==> src/rtl/core/pcdm_pkg.sv <==
// shared constants and control types for the peripheral clock divider
`default_nettype none

package pcdm_pkg;

    // cycle count width taken from each input beat
    localparam int CYCLE_WIDTH = 16;
    localparam int CYCLES_W    = 16;
    // count bits used from the port, never more than the port carries
    localparam int CYC_USE_W   = (CYCLE_WIDTH < CYCLES_W) ? CYCLE_WIDTH : CYCLES_W;
    localparam int MOVE_W      = 8;
    localparam int SPEED_W     = 8;
    localparam int PEND_W      = 16;

    // result field widths
    localparam int VIA_W   = 13;
    localparam int SCC_W   = 16;
    localparam int KBD_W   = 17;
    localparam int RTC_W   = 17;
    localparam int LINES_W = 3;

    // state widths
    localparam int VIA_ACC_W = 4;
    localparam int KBD_ACC_W = 8;
    localparam int RTC_ACC_W = 13;
    localparam int SCC_PH_W  = 5;

    // cascade constants
    localparam int VIA_STEP   = 10;
    localparam int KBD_LIMIT  = 256;
    localparam int RTC_LIMIT  = 8192;
    localparam int PEND_STEP  = 2;

    // remainder plus count, and the serial division length
    localparam int SUM_W      = CYC_USE_W + 1;
    localparam int STEP_CNT_W = $clog2(SUM_W + 1);

    // divide by ten through a reciprocal, exact for values below 2**(SUM_W+1)
    localparam int RECIP_SHIFT = SUM_W + 4;
    localparam int RECIP_W     = SUM_W + 1;
    localparam longint unsigned RECIP_L =
        ((64'd1 << RECIP_SHIFT) + 64'd9) / 64'd10;
    localparam logic [RECIP_W-1:0] RECIP = RECIP_W'(RECIP_L);
    localparam int PROD_W  = SUM_W + RECIP_W;
    localparam int VIA_Q_W = PROD_W - RECIP_SHIFT;

    // intermediate cascade widths
    localparam int K2_W = SUM_W + 1;
    localparam int PH_W = K2_W + 4;
    localparam int R3_W = K2_W + 1;

    // line reset: button line high, phases low
    localparam logic [LINES_W-1:0] LINES_RESET = 3'b001;

    typedef struct packed {
        logic load;
        logic div_step;
        logic mul;
        logic finish;
    } t_dp_cmd;

    typedef struct packed {
        logic out_full;
    } t_dp_status;

endpackage

`default_nettype wire

==> src/rtl/core/pcdm_if.sv <==
// valid/ready channel interfaces for input and result beats
`default_nettype none

interface pcdm_in_if;
    logic                                valid;
    logic                                ready;
    logic [pcdm_pkg::CYCLES_W-1:0]       cycles;
    logic signed [pcdm_pkg::MOVE_W-1:0]  move_x;
    logic signed [pcdm_pkg::MOVE_W-1:0]  move_y;
    logic                                button;

    modport source (output valid, output cycles, output move_x, output move_y,
                    output button, input ready);
    modport sink   (input valid, input cycles, input move_x, input move_y,
                    input button, output ready);
endinterface

interface pcdm_out_if;
    logic                              valid;
    logic                              ready;
    logic [pcdm_pkg::VIA_W-1:0]        via_ticks;
    logic [pcdm_pkg::SCC_W-1:0]        scc_ticks;
    logic [pcdm_pkg::KBD_W-1:0]        kbd_ticks;
    logic [pcdm_pkg::RTC_W-1:0]        rtc_ticks;
    logic [pcdm_pkg::LINES_W-1:0]      mouse_lines;
    logic                              dcd_x_strobe;
    logic                              dcd_x_level;
    logic                              dcd_y_strobe;
    logic                              dcd_y_level;

    modport source (output valid, output via_ticks, output scc_ticks,
                    output kbd_ticks, output rtc_ticks, output mouse_lines,
                    output dcd_x_strobe, output dcd_x_level,
                    output dcd_y_strobe, output dcd_y_level, input ready);
    modport sink   (input valid, input via_ticks, input scc_ticks,
                    input kbd_ticks, input rtc_ticks, input mouse_lines,
                    input dcd_x_strobe, input dcd_x_level,
                    input dcd_y_strobe, input dcd_y_level, output ready);
endinterface

`default_nettype wire

==> src/rtl/core/pcdm_ctrl.sv <==
// sequencer: accept, serial divide, reciprocal multiply, cascade and result load
`default_nettype none

module pcdm_ctrl (
    input  logic                 i_clk,
    input  logic                 i_rst_n,
    input  logic                 i_in_valid,
    output logic                 o_in_ready,
    input  pcdm_pkg::t_dp_status i_status,
    output pcdm_pkg::t_dp_cmd    o_cmd
);

    typedef enum logic [3:0] {
        ST_IDLE = 4'b0001,
        ST_DIV  = 4'b0010,
        ST_MUL  = 4'b0100,
        ST_FIN  = 4'b1000
    } t_state;

    t_state                              r_state, n_state;
    logic [pcdm_pkg::STEP_CNT_W-1:0]     r_cnt, n_cnt;
    logic                                last_step;

    assign o_in_ready = (r_state == ST_IDLE);
    assign last_step  = (r_cnt == pcdm_pkg::STEP_CNT_W'(pcdm_pkg::SUM_W - 1));

    always_comb begin
        n_state = r_state;
        n_cnt   = r_cnt;
        o_cmd   = '0;
        unique case (r_state)
            ST_IDLE: begin
                if (i_in_valid) begin
                    o_cmd.load = 1'b1;
                    n_cnt      = '0;
                    n_state    = ST_DIV;
                end
            end
            ST_DIV: begin
                o_cmd.div_step = 1'b1;
                n_cnt          = r_cnt + 1'b1;
                if (last_step) begin
                    n_state = ST_MUL;
                end
            end
            ST_MUL: begin
                o_cmd.mul = 1'b1;
                n_state   = ST_FIN;
            end
            ST_FIN: begin
                // wait for the result slot to free up
                if (!i_status.out_full) begin
                    o_cmd.finish = 1'b1;
                    n_state      = ST_IDLE;
                end
            end
            default: begin
                n_state = ST_IDLE;
            end
        endcase
    end

    always_ff @(posedge i_clk) begin
        if (!i_rst_n) begin
            r_state <= ST_IDLE;
            r_cnt   <= '0;
        end else begin
            r_state <= n_state;
            r_cnt   <= n_cnt;
        end
    end

    a_accept_starts_div: assert property (@(posedge i_clk) disable iff (!i_rst_n)
        (i_in_valid && o_in_ready) |=> (r_state == ST_DIV))
        else $error("accepted beat did not start division");

    a_mul_after_full_div: assert property (@(posedge i_clk) disable iff (!i_rst_n)
        (r_state == ST_MUL) |->
            ($past(r_state) == ST_DIV &&
             $past(r_cnt) == pcdm_pkg::STEP_CNT_W'(pcdm_pkg::SUM_W - 1)))
        else $error("multiply entered before all quotient bits");

    a_finish_needs_slot: assert property (@(posedge i_clk) disable iff (!i_rst_n)
        o_cmd.finish |-> !i_status.out_full)
        else $error("result loaded over a stalled beat");

    a_one_cmd: assert property (@(posedge i_clk) disable iff (!i_rst_n)
        $onehot0({o_cmd.load, o_cmd.div_step, o_cmd.mul, o_cmd.finish}))
        else $error("more than one datapath command");

endmodule

`default_nettype wire

==> src/rtl/core/pcdm_dp.sv <==
// datapath: divider, tick cascade, mouse encoder and result register
`default_nettype none

module pcdm_dp (
    input  logic                                i_clk,
    input  logic                                i_rst_n,
    input  pcdm_pkg::t_dp_cmd                   i_cmd,
    output pcdm_pkg::t_dp_status                o_status,
    input  logic                                i_cfg_we,
    input  logic [pcdm_pkg::SPEED_W-1:0]        i_cfg_wdata,
    input  logic [pcdm_pkg::CYCLES_W-1:0]       i_cycles,
    input  logic signed [pcdm_pkg::MOVE_W-1:0]  i_move_x,
    input  logic signed [pcdm_pkg::MOVE_W-1:0]  i_move_y,
    input  logic                                i_button,
    output logic                                o_valid,
    input  logic                                i_ready,
    output logic [pcdm_pkg::VIA_W-1:0]          o_via_ticks,
    output logic [pcdm_pkg::SCC_W-1:0]          o_scc_ticks,
    output logic [pcdm_pkg::KBD_W-1:0]          o_kbd_ticks,
    output logic [pcdm_pkg::RTC_W-1:0]          o_rtc_ticks,
    output logic [pcdm_pkg::LINES_W-1:0]        o_mouse_lines,
    output logic                                o_dcd_x_strobe,
    output logic                                o_dcd_x_level,
    output logic                                o_dcd_y_strobe,
    output logic                                o_dcd_y_level
);

    localparam int SW = pcdm_pkg::SPEED_W;
    localparam int PW = pcdm_pkg::PEND_W;

    // saturating add of a motion byte into a pending delta
    function automatic logic signed [PW-1:0] sat_add(
        input logic signed [PW-1:0]               acc,
        input logic signed [pcdm_pkg::MOVE_W-1:0] mv
    );
        logic signed [PW:0] s;
        s = (PW+1)'(acc) + (PW+1)'(mv);
        if (s[PW] != s[PW-1]) begin
            sat_add = s[PW] ? {1'b1, {(PW-1){1'b0}}} : {1'b0, {(PW-1){1'b1}}};
        end else begin
            sat_add = s[PW-1:0];
        end
    endfunction

    // architectural state
    logic [SW-1:0]                          r_speed;
    logic [SW-1:0]                          r_rem;
    logic [pcdm_pkg::VIA_ACC_W-1:0]         r_via_acc;
    logic [pcdm_pkg::KBD_ACC_W-1:0]         r_kbd_acc;
    logic [pcdm_pkg::RTC_ACC_W-1:0]         r_rtc_acc;
    logic [pcdm_pkg::SCC_PH_W-1:0]          r_scc_ph;
    logic signed [PW-1:0]                   r_pend_x;
    logic signed [PW-1:0]                   r_pend_y;
    logic                                   r_button;
    logic [pcdm_pkg::LINES_W-1:0]           r_lines;
    logic                                   r_xdcd;
    logic                                   r_ydcd;

    // working registers
    logic [pcdm_pkg::SUM_W-1:0]             r_quo;
    logic [pcdm_pkg::SUM_W-1:0]             r_v1;
    logic [pcdm_pkg::PROD_W-1:0]            r_prod;
    logic                                   r_out_valid;

    logic [SW-1:0]                          divisor;
    logic [pcdm_pkg::SUM_W-1:0]             sum;
    logic [SW:0]                            trial;
    logic                                   ge;
    logic [pcdm_pkg::SUM_W-1:0]             v1;

    logic [pcdm_pkg::VIA_Q_W-1:0]           via;
    logic [pcdm_pkg::SUM_W-1:0]             via10;
    logic [pcdm_pkg::K2_W-1:0]              k2;
    logic [pcdm_pkg::PH_W-1:0]              ph;
    logic [pcdm_pkg::R3_W-1:0]              r3;
    logic                                   reach_scc;
    logic                                   reach_rtc;
    logic                                   step_x;
    logic                                   step_y;
    logic [pcdm_pkg::LINES_W-1:0]           lines_enc;
    logic [pcdm_pkg::LINES_W-1:0]           lines_new;

    assign divisor = (r_speed == '0) ? SW'(1) : r_speed;
    assign sum = pcdm_pkg::SUM_W'(r_rem)
               + pcdm_pkg::SUM_W'(i_cycles[pcdm_pkg::CYC_USE_W-1:0]);

    // one restoring division step per cycle
    assign trial = {r_rem, r_quo[pcdm_pkg::SUM_W-1]};
    assign ge    = (trial >= {1'b0, divisor});

    assign v1 = r_quo + pcdm_pkg::SUM_W'(r_via_acc);

    // cascade on the registered quotient
    assign via   = r_prod[pcdm_pkg::PROD_W-1:pcdm_pkg::RECIP_SHIFT];
    assign via10 = {via, 3'b000} + pcdm_pkg::SUM_W'({via, 1'b0});
    assign k2    = pcdm_pkg::K2_W'(r_kbd_acc) + pcdm_pkg::K2_W'(via10);
    // phase plus 15 times k2
    assign ph    = pcdm_pkg::PH_W'(r_scc_ph) + {k2, 4'b0000} - pcdm_pkg::PH_W'(k2);
    assign r3    = pcdm_pkg::R3_W'(r_rtc_acc) + pcdm_pkg::R3_W'(k2);

    assign reach_scc = (via != '0) && (k2 >= pcdm_pkg::K2_W'(pcdm_pkg::KBD_LIMIT));
    assign reach_rtc = reach_scc && (r3 >= pcdm_pkg::R3_W'(pcdm_pkg::RTC_LIMIT));

    // encoder steps when the delta is at least two either way
    assign step_x = (r_pend_x >= PW'(pcdm_pkg::PEND_STEP))
                 || (r_pend_x <= -PW'(pcdm_pkg::PEND_STEP));
    assign step_y = (r_pend_y >= PW'(pcdm_pkg::PEND_STEP))
                 || (r_pend_y <= -PW'(pcdm_pkg::PEND_STEP));

    always_comb begin
        lines_enc    = r_lines;
        lines_enc[0] = ~r_button;
        if (step_x) begin
            lines_enc[1] = (r_pend_x > 0) ? r_xdcd : ~r_xdcd;
        end
        if (step_y) begin
            lines_enc[2] = (r_pend_y > 0) ? ~r_ydcd : r_ydcd;
        end
    end

    assign lines_new = reach_rtc ? lines_enc : r_lines;

    assign o_status.out_full = r_out_valid && !i_ready;
    assign o_valid           = r_out_valid;

    // state registers
    always_ff @(posedge i_clk) begin
        if (!i_rst_n) begin
            r_speed   <= SW'(1);
            r_rem     <= '0;
            r_via_acc <= '0;
            r_kbd_acc <= '0;
            r_rtc_acc <= '0;
            r_scc_ph  <= '0;
            r_pend_x  <= '0;
            r_pend_y  <= '0;
            r_button  <= 1'b0;
            r_lines   <= pcdm_pkg::LINES_RESET;
            r_xdcd    <= 1'b0;
            r_ydcd    <= 1'b0;
            r_out_valid <= 1'b0;
        end else begin
            if (i_cfg_we) begin
                r_speed <= i_cfg_wdata;
            end
            if (i_cmd.load) begin
                r_rem    <= '0;
                r_pend_x <= sat_add(r_pend_x, i_move_x);
                r_pend_y <= sat_add(r_pend_y, i_move_y);
                r_button <= i_button;
            end
            if (i_cmd.div_step) begin
                r_rem <= ge ? SW'(trial - {1'b0, divisor}) : trial[SW-1:0];
            end
            if (i_cmd.finish) begin
                r_via_acc <= pcdm_pkg::VIA_ACC_W'(r_v1 - via10);
                if (via != '0) begin
                    if (!reach_scc) begin
                        r_kbd_acc <= k2[pcdm_pkg::KBD_ACC_W-1:0];
                    end else begin
                        r_scc_ph  <= ph[pcdm_pkg::SCC_PH_W-1:0];
                        r_kbd_acc <= '0;
                        if (!reach_rtc) begin
                            r_rtc_acc <= r3[pcdm_pkg::RTC_ACC_W-1:0];
                        end else begin
                            r_rtc_acc <= '0;
                            r_lines   <= lines_enc;
                            if (step_x) begin
                                r_xdcd   <= ~r_xdcd;
                                r_pend_x <= (r_pend_x > 0)
                                          ? r_pend_x - PW'(pcdm_pkg::PEND_STEP)
                                          : r_pend_x + PW'(pcdm_pkg::PEND_STEP);
                            end
                            if (step_y) begin
                                r_ydcd   <= ~r_ydcd;
                                r_pend_y <= (r_pend_y > 0)
                                          ? r_pend_y - PW'(pcdm_pkg::PEND_STEP)
                                          : r_pend_y + PW'(pcdm_pkg::PEND_STEP);
                            end
                        end
                    end
                end
            end
            priority if (i_cmd.finish) begin
                r_out_valid <= 1'b1;
            end else if (i_ready) begin
                r_out_valid <= 1'b0;
            end else begin
                r_out_valid <= r_out_valid;
            end
        end
    end

    // working and result payload registers
    always_ff @(posedge i_clk) begin
        if (i_cmd.load) begin
            r_quo <= sum;
        end
        if (i_cmd.div_step) begin
            r_quo <= {r_quo[pcdm_pkg::SUM_W-2:0], ge};
        end
        if (i_cmd.mul) begin
            r_v1   <= v1;
            r_prod <= pcdm_pkg::PROD_W'(v1) * pcdm_pkg::PROD_W'(pcdm_pkg::RECIP);
        end
        if (i_cmd.finish) begin
            o_via_ticks    <= pcdm_pkg::VIA_W'(via);
            o_scc_ticks    <= reach_scc ? pcdm_pkg::SCC_W'(ph >> pcdm_pkg::SCC_PH_W) : '0;
            o_kbd_ticks    <= reach_scc ? pcdm_pkg::KBD_W'(k2) : '0;
            o_rtc_ticks    <= reach_rtc ? pcdm_pkg::RTC_W'(r3) : '0;
            o_mouse_lines  <= lines_new;
            o_dcd_x_strobe <= reach_rtc && step_x;
            o_dcd_x_level  <= reach_rtc && step_x && r_xdcd;
            o_dcd_y_strobe <= reach_rtc && step_y;
            o_dcd_y_level  <= reach_rtc && step_y && r_ydcd;
        end
    end

endmodule

`default_nettype wire

==> src/rtl/core/peripheral_clock_divider_mouse_unit.sv <==
// top level of the peripheral clock divider with quadrature mouse encoder
`default_nettype none

// usage
// - i_in carries one beat per cpu step: cycle count, x/y motion and button
//   level; o_out returns exactly one result beat for each input beat
// - i_cfg_we / i_cfg_wdata write the speed factor (reset value 1, 0 acts as
//   1); write it only while no beat is in flight
// - the cycle count plus the held remainder is divided by the speed factor
//   one quotient bit per clock, then the item passes through the divide-by-ten
//   multiply and the tick cascade
// - i_in takes no new beat while one is in flight in the divider; i_in is
//   ready again the cycle after the result is loaded
// - the result sits in an output register, so a new input beat is taken
//   while the previous result is still waiting
// - if the receiver stalls with a result still held, the finished item waits
//   in the cascade stage and i_in stays not ready until the slot frees
// - reset (synchronous, active low) clears all accumulators and pending
//   deltas, sets the button line high and both phase lines low, and empties
//   the output register

module peripheral_clock_divider_mouse_unit (
    input  logic                          i_clk,
    input  logic                          i_rst_n,
    pcdm_in_if.sink                       i_in,
    pcdm_out_if.source                    o_out,
    input  logic                          i_cfg_we,
    input  logic [pcdm_pkg::SPEED_W-1:0]  i_cfg_wdata
);

    pcdm_pkg::t_dp_cmd    cmd;
    pcdm_pkg::t_dp_status status;
    logic                 in_ready;

    assign i_in.ready = in_ready;

    // sequencer: owns the handshake on the input side
    pcdm_ctrl u_ctrl (
        .i_clk      (i_clk),
        .i_rst_n    (i_rst_n),
        .i_in_valid (i_in.valid),
        .o_in_ready (in_ready),
        .i_status   (status),
        .o_cmd      (cmd)
    );

    // divider, tick cascade, encoder and output register
    pcdm_dp u_dp (
        .i_clk          (i_clk),
        .i_rst_n        (i_rst_n),
        .i_cmd          (cmd),
        .o_status       (status),
        .i_cfg_we       (i_cfg_we),
        .i_cfg_wdata    (i_cfg_wdata),
        .i_cycles       (i_in.cycles),
        .i_move_x       (i_in.move_x),
        .i_move_y       (i_in.move_y),
        .i_button       (i_in.button),
        .o_valid        (o_out.valid),
        .i_ready        (o_out.ready),
        .o_via_ticks    (o_out.via_ticks),
        .o_scc_ticks    (o_out.scc_ticks),
        .o_kbd_ticks    (o_out.kbd_ticks),
        .o_rtc_ticks    (o_out.rtc_ticks),
        .o_mouse_lines  (o_out.mouse_lines),
        .o_dcd_x_strobe (o_out.dcd_x_strobe),
        .o_dcd_x_level  (o_out.dcd_x_level),
        .o_dcd_y_strobe (o_out.dcd_y_strobe),
        .o_dcd_y_level  (o_out.dcd_y_level)
    );

endmodule

`default_nettype wire
==> src/flat_wrapper.sv <==
// flat-port wrapper written by rule: the top's interface ports become plain ports
module peripheral_clock_divider_mouse_unit_flat 
  (i_clk, i_rst_n, i_cfg_we, i_cfg_wdata, i_in_valid, i_in_cycles, i_in_move_x, i_in_move_y, i_in_button, i_in_ready, o_out_valid, o_out_via_ticks, o_out_scc_ticks, o_out_kbd_ticks, o_out_rtc_ticks, o_out_mouse_lines, o_out_dcd_x_strobe, o_out_dcd_x_level, o_out_dcd_y_strobe, o_out_dcd_y_level, o_out_ready);
  pcdm_in_if i_in_i ();
  pcdm_out_if o_out_i ();
  input  logic i_clk;
  input  logic i_rst_n;
  input  logic i_cfg_we;
  input  logic [pcdm_pkg::SPEED_W-1:0] i_cfg_wdata;
  input wire logic [$bits(i_in_i.valid)-1:0] i_in_valid;
  input wire logic [$bits(i_in_i.cycles)-1:0] i_in_cycles;
  input wire logic [$bits(i_in_i.move_x)-1:0] i_in_move_x;
  input wire logic [$bits(i_in_i.move_y)-1:0] i_in_move_y;
  input wire logic [$bits(i_in_i.button)-1:0] i_in_button;
  output wire logic [$bits(i_in_i.ready)-1:0] i_in_ready;
  output wire logic [$bits(o_out_i.valid)-1:0] o_out_valid;
  output wire logic [$bits(o_out_i.via_ticks)-1:0] o_out_via_ticks;
  output wire logic [$bits(o_out_i.scc_ticks)-1:0] o_out_scc_ticks;
  output wire logic [$bits(o_out_i.kbd_ticks)-1:0] o_out_kbd_ticks;
  output wire logic [$bits(o_out_i.rtc_ticks)-1:0] o_out_rtc_ticks;
  output wire logic [$bits(o_out_i.mouse_lines)-1:0] o_out_mouse_lines;
  output wire logic [$bits(o_out_i.dcd_x_strobe)-1:0] o_out_dcd_x_strobe;
  output wire logic [$bits(o_out_i.dcd_x_level)-1:0] o_out_dcd_x_level;
  output wire logic [$bits(o_out_i.dcd_y_strobe)-1:0] o_out_dcd_y_strobe;
  output wire logic [$bits(o_out_i.dcd_y_level)-1:0] o_out_dcd_y_level;
  input wire logic [$bits(o_out_i.ready)-1:0] o_out_ready;
  assign i_in_i.valid = i_in_valid;
  assign i_in_i.cycles = i_in_cycles;
  assign i_in_i.move_x = i_in_move_x;
  assign i_in_i.move_y = i_in_move_y;
  assign i_in_i.button = i_in_button;
  assign i_in_ready = i_in_i.ready;
  assign o_out_valid = o_out_i.valid;
  assign o_out_via_ticks = o_out_i.via_ticks;
  assign o_out_scc_ticks = o_out_i.scc_ticks;
  assign o_out_kbd_ticks = o_out_i.kbd_ticks;
  assign o_out_rtc_ticks = o_out_i.rtc_ticks;
  assign o_out_mouse_lines = o_out_i.mouse_lines;
  assign o_out_dcd_x_strobe = o_out_i.dcd_x_strobe;
  assign o_out_dcd_x_level = o_out_i.dcd_x_level;
  assign o_out_dcd_y_strobe = o_out_i.dcd_y_strobe;
  assign o_out_dcd_y_level = o_out_i.dcd_y_level;
  assign o_out_i.ready = o_out_ready;
  peripheral_clock_divider_mouse_unit u_core (.i_clk(i_clk), .i_rst_n(i_rst_n), .i_in(i_in_i), .o_out(o_out_i), .i_cfg_we(i_cfg_we), .i_cfg_wdata(i_cfg_wdata));
endmodule
==> config.mk <==
export PLATFORM = sky130hd
export DESIGN_NAME = peripheral_clock_divider_mouse_unit_flat
export DESIGN_NICKNAME = d
export VERILOG_FILES = /design/src/rtl/core/pcdm_pkg.sv /design/src/rtl/core/pcdm_if.sv /design/src/rtl/core/pcdm_ctrl.sv /design/src/rtl/core/pcdm_dp.sv /design/src/rtl/core/peripheral_clock_divider_mouse_unit.sv /design/src/flat_wrapper.sv
export SDC_FILE = /design/constraint.sdc
export NUM_CORES = 1
export LEC_CHECK = 0
export ABC_AREA = 1
export BUFFER_PORTS_ARGS = -buffer_cell sky130_fd_sc_hd__clkbuf_2
export CORE_ASPECT_RATIO = 1.25
export CORE_MARGIN = 5
export CORE_UTILIZATION = 45
export CTS_BUF_LIST = sky130_fd_sc_hd__clkbuf_4
export CTS_CLUSTER_DIAMETER = 120
export DETAILED_ROUTE_END_ITERATION = 12
export PLACE_DENSITY = 0.67
export SKIP_CTS_REPAIR_TIMING = 1
export SLEW_MARGIN = 20
export SYNTH_ARGS = -nofsm -noshare
export SYNTH_HDL_FRONTEND = slang
export SYNTH_HIERARCHICAL = 1
export SYNTH_SLANG_ARGS = --single-unit
==> constraint.sdc <==
create_clock -name i_clk -period 9.5 [get_ports i_clk]
set_input_delay 1.9 -clock i_clk [delete_from_list [all_inputs] [get_ports i_clk]]
set_output_delay 1.9 -clock i_clk [all_outputs]
set_load 0.01 [all_outputs]
## Word-level counts from Yosys, hierarchy flattened

Index checks and enable logic that the tools add are counted.

| cells by class | value |
|---|---|
| equality and inequality tests | 10 |
| $lt $le $gt $ge | 9 |
| muxes and demuxes | 45 |
| reduce and logical (&&, ||, !) cells | 21 |
| multiply operators | 1 |
| add/subtract/negate cells | 16 |
| bitwise logic cells | 3 |

Operator list:

| kind | count |
|---|---|
| $mux W16 | 18 |
| $mux W8 | 5 |
| $add A16 B8 Y17 | 2 |
| $mux W17 | 2 |
| $mul A17 B16 Y33 const B | 1 |
| $add A16 B3 Y16 const B | 2 |
| $ge A16 B3 Y1 const B | 2 |
| $gt A16 B1 Y1 const B | 2 |
| $le A16 B2 Y1 const B | 2 |
| $sub A16 B3 Y16 const B | 2 |
| $add A5 B21 Y21 | 1 |
| $sub A21 B18 Y21 | 1 |
| $add A13 B18 Y19 | 1 |
| $ge A19 B14 Y1 const B | 1 |
| $add A8 B17 Y18 | 1 |
| $ge A18 B9 Y1 const B | 1 |
| $add A17 B15 Y17 | 1 |
| $add A17 B4 Y17 | 1 |
| $add A8 B16 Y17 | 1 |
| $pmux W4 S4 | 1 |
| $reduce_bool A14 Y1 | 1 |
| $mux W13 | 1 |
| $mux W1 | 12 |
| $mux W4 | 3 |
| other kinds (23) | 40 |

| storage, ports and cells | value |
|---|---|
| word-level logic and storage cells | 132 |
| bits of input ports | 46 |
| bits in registers | 218 |

## Logic depth before layout (Yosys ltp)

| logic depth | value |
|---|---|
| depth after elaboration | 9 |
| mapped depth | 36 |
| gate-level depth less buffers | 36 |

## By module

Netlist, hierarchy kept.

By module, submodules not included:

| module | cells each | instances | seq. area each (sq um) | area an instance (sq um) |
|---|---|---|---|---|
| pcdm_dp | 2,367 | 1 | 4,784.6 | 18,763.0 |
| pcdm_ctrl | 75 | 1 | 180.2 | 525.5 |

## Worst setup path after synthesis

OpenSTA, ideal clock, no wires.

| timing | value |
|---|---|
| path type | flip-flop to flip-flop |
| start point | register u_core/u_dp/r_quo[0] in the netlist's numbering |
| end point | register u_core/u_dp/r_prod[32] in the netlist's numbering, data pin |
| data arrival time | 6.617 ns |
| path slack | 2.624 ns |
| required time | 9.241 ns |
| period minus slack after synthesis | 6.876 ns |
| buffers on the path | 0 |
| cell stages (with the launch flop) | 32 |
| cell sequence | edfxtp_1 -> ha_1 -> inv_1 -> fa_1 -> inv_1 -> a21oi_1 -> o21bai_1 -> nand4_1 -> nor2_1 -> nand3_1 -> nor3_1 -> nand2_1 -> xor2_1 -> ha_1 -> ha_1 -> fa_1 -> fa_1 -> fa_1 -> inv_1 -> fa_1 -> inv_1 -> ha_1 -> a21oi_1 -> inv_1 -> a31oi_1 -> o21ai_0 -> a21o_1 -> a21oi_1 -> o21ai_0 -> nand2_1 -> nand2_1 -> xor2_1 |

| between the ends | value |
|---|---|
| word-level cells in the longest chain between the ends | 2 |

Ends and longest elaborated chain:

| item | RTL line | source |
|---|---|---|
| start, declared | pcdm_dp.sv:60 | `logic [pcdm_pkg::SUM_W-1:0] r_quo;` |
| start signal, assigned | pcdm_dp.sv:197 | `r_quo <= sum;` |
| start signal, assigned | pcdm_dp.sv:200 | `r_quo <= {r_quo[pcdm_pkg::SUM_W-2:0], ge};` |
| $add A17 B4 Y17 | pcdm_dp.sv:91 | `assign v1 = r_quo + pcdm_pkg::SUM_W'(r_via_acc);` |
| $mul A17 B16 Y33 | pcdm_dp.sv:204 | `r_prod <= pcdm_pkg::PROD_W'(v1) * pcdm_pkg::PROD_W'(pcdm_pkg::RECIP);` |
| end signal, assigned | pcdm_dp.sv:204 |  |
| end, declared | pcdm_dp.sv:62 | `logic [pcdm_pkg::PROD_W-1:0] r_prod;` |

No other way between the ends.
A chain may end at the register's enable or synchronous reset.

## Worst setup path in the final report

Ends and elaborated chain as after synthesis.

==> out/results.tsv <==
stage	metric	value	unit
status	outcome	completed	
power_and_ir_drop	p_leak	10.38	nW
clock_tree	clock_latency	0.61	ns
detailed_routing	routed_wl	47410	um
die	dieArea	0.04713	sq mm
timing	clock_skew	0.02559	ns
setup_path	crit_type	register to register	
power_and_ir_drop	power.density	334.1	mW/mm^2
detailed_routing	vias_per_cell	5.188	
grt	gr-total-overflow	0	
grt	antenna_found_initial	1	
detailed_routing	drcViolationCount	0	
clock_tree	path_clk_slew	0.16	ns
setup_path	cp_slowest_cell	fa_1	
setup_path	crit_fanout	5	
synth	synth.avg_cell_area	7.899	sq um
synth	synth_edf_count	104	
grt	grt_pass1_vias	15870	
placement	placed_cells	3077	
timing	maxSlewViolCount	0	
placement	place_congestion	0.9457	
detailed_routing	num_vias	16130	
grt	grt_pass1_wl	77730	um
timing	fmax	0.1297	GHz
setup_path	path_buf_inv	5	
detailed_routing	antenna_left	0	
grt	grt_max_degree	49	
timing	finalSetupViolations	0	
timing	tightest_slew	0.9874	ns
synth	yosysSeqAreaShare	25.74	%
setup_path	crit_arrival	8.09	ns
placement	dpl.hpwl	38840	um
synth	synth_cell_types	55	
setup_path	required	9.88	ns
setup_path	slowest_delay	0.54	ns
timing	whs	0.4520	ns
timing	hold_violations	0	
detailed_routing	drt_iter0_markers	680	
setup_path	critPathCaptureType	register	
timing	period_minus_slack	7.707	ns
synth	yosysTopAreaCellShare	17.32	%
clock_tree	root_buffer	clkbuf_4	
final_layout	layout-drive-gt1-share	8.314	%
die	dieHeight	241.5	um
die	core_area	0.04225	sq mm
die	die_w	195.2	um
synth	yosysTopAreaCell	ha_1	
run	maxCapViolCount	0	
detailed_routing	firstDrtPassIters	5	
grt	grt_usage	19.93	%
synth	ys.warnings.count	6	
synth	netlist_area	0.01929	sq mm
clock_tree	numCtsBuffers	17	
synth	ys_top_cells_by_area	ha_1 17%, edfxtp_1 16%, fa_1 9.8%, dfxtp_1 9.5%, inv_1 8.3%	
die	ios	118	
setup_path	critPathLaunchType	register	
synth	synth_nets	2849	
synth	synthCells	2442	
die	initial_core_util	45.65	%
placement	io_buffers	116	
final_layout	syn_to_final_growth	7.174	%
timing	relSlewSlack	34.18	%
synth	synth-main-ff-cell	edfxtp_1	
final_layout	final_util	48.93	%
clock_tree	clock_path_buffers	2	
setup_path	cp_top_family	adder cells	
power_and_ir_drop	peakVddDrop	0.3361	mV
min_path	hp-class	register to register	
clock_tree	htree_levels	4	
die	row_count	84	
final_layout	fillCellCount	4226	
final_layout	final_cell_count_no_fill	3110	
final_layout	final_nets	2944	
detailed_routing	wl_per_cell	15.24	um
synth	async_reset_ff_share	0	%
timing	rsz0062_at_grt	no	
clock_tree	cts_tree	done	
clock_tree	cts_sinks	196	
synth	ys_seq_elements	196	
timing	setup_tns	0	ns
timing	fin_crit_sh	81.13	%
-- kinds of logic (layout without fill, tap and decap cells) --
family / after synthesis / count (layout) / share of synthesized area (%)
fa+ha+maj: 361 / 361 / 27.08
compound gates: 425 / 425 / 12.03
xor+xnor: 131 / 131 / 5.987
flops: 196 / 196 / 25.74
buf+inv: 482 / 590 / 9.776
simple gates: 846 / 846 / 19.37
other cells: 1 / 2 / 0.01944
-- through the flow --
step | total power (W) | worst slack, ns | instance area, sq um
6_report | 0.006906 | 1.793 | 20670
3_5_place_dp | 0.006453 | 1.726 | 20380
2_1_floorplan | 0.005298 | 2.624 | 19290
5_1_grt | 0.007802 | 1.136 | 20670
3_3_place_gp | 0.006384 | 1.890 | 20380
4_1_cts | 0.006981 | 1.709 | 20670
-- power by group --
group / switching (W) / leakage [nW] / internal [W]
clock network: 0.000306 / 0.148 / 0.000166
registers: 0.0000739 / 1.70 / 0.00111
logic: 0.00320 / 8.53 / 0.00205
total: 0.00358 / 10.4 / 0.00333
-- final timing paths --
path | startpoint | end | slack [ns] | cells after the start
hold / removal | u_core/u_dp/r_rtc_acc[0] | u_core/u_dp/r_rtc_acc[0] | 0.45 | 2
setup reg to reg | u_core/u_dp/r_quo[0] | u_core/u_dp/r_prod[32] | 1.79 | 31
setup / recovery | u_core/u_dp/r_quo[0] | u_core/u_dp/r_prod[32] | 1.79 | 31
hold reg to reg | u_core/u_dp/r_rtc_acc[0] | u_core/u_dp/r_rtc_acc[0] | 0.45 | 2
-- cells in the final DEF, fill, tap and decap left out, types with 10 or more instances in the layout --
master / instances
clkbuf_4: 19
o21ai_0: 141
inv_1: 424
fa_1: 94
nor3_1: 31
dfxtp_1: 92
ha_1: 267
a31oi_1: 16
o21bai_1: 11
edfxtp_1: 104
xnor2_1: 29
clkbuf_2: 116
nand2_1: 403
nand2_2: 10
nor2_1: 223
nand4_1: 26
o21ai_1: 23
a21oi_1: 179
nand3_1: 96
nor3b_2: 11
o31ai_1: 12
xor2_1: 101
-- sequential cells by signal (all words and copies together) (netlist names), 13 cells and up --
register                 flops
u_core/u_dp/r_quo           17
u_core/u_dp/o_kbd_ticks     16
u_core/u_dp/o_via_ticks     13
u_core/u_dp/o_scc_ticks     16
u_core/u_dp/r_prod          14
u_core/u_dp/r_pend_x        16
u_core/u_dp/r_rtc_acc       13
u_core/u_dp/o_rtc_ticks     17
u_core/u_dp/r_pend_y        16
-- area by class of cell --
type / count / area [sq um] / area share, %
well taps: 559 / 699.4 / 3.383
clock inverters: 13 / 146.4 / 0.7081
clock buffers: 19 / 142.6 / 0.6900
repair buffers: 123 / 633.1 / 3.063
diodes: 1 / 2.502 / 0.01211
flip-flops and latches: 196 / 4965 / 24.02
multi-input cells: 1764 / 12450 / 60.20
inverters: 435 / 1638 / 7.923
-- synthesized netlist by cell type (all sizes together) (30+ instances only) --
cell and instances:
inv 432, nand2 414, ha 267, nor2 230
a21oi 179, o21ai 165, edfxtp 104, nand3 102
xor2 102, fa 94, dfxtp 92, nor3 31
clkbuf 30
-- layer usage --
layer,vias up,share of wire (%),track usage [%]
met5,-,0,0
met4,0,2.3,5.630
met3,59,2.7,2.100
met2,265,52,37.51
met1,7594,44,24.22
li1,8216,-,-
-- worst reg2reg max path: cells and delay by family, from the launching register on --
kind | cells | cell delay [ns]
AO/OA/AOI/OAI | 8 | 1.42
XOR/XNOR | 2 | 0.65
adder cells (fa/ha/maj) | 9 | 3.63
buffers and inverters | 5 | 0.31
flip-flops | 1 | 0.38
AND/OR/NAND/NOR | 7 | 1.08
(Power assumes the default switching activity.)
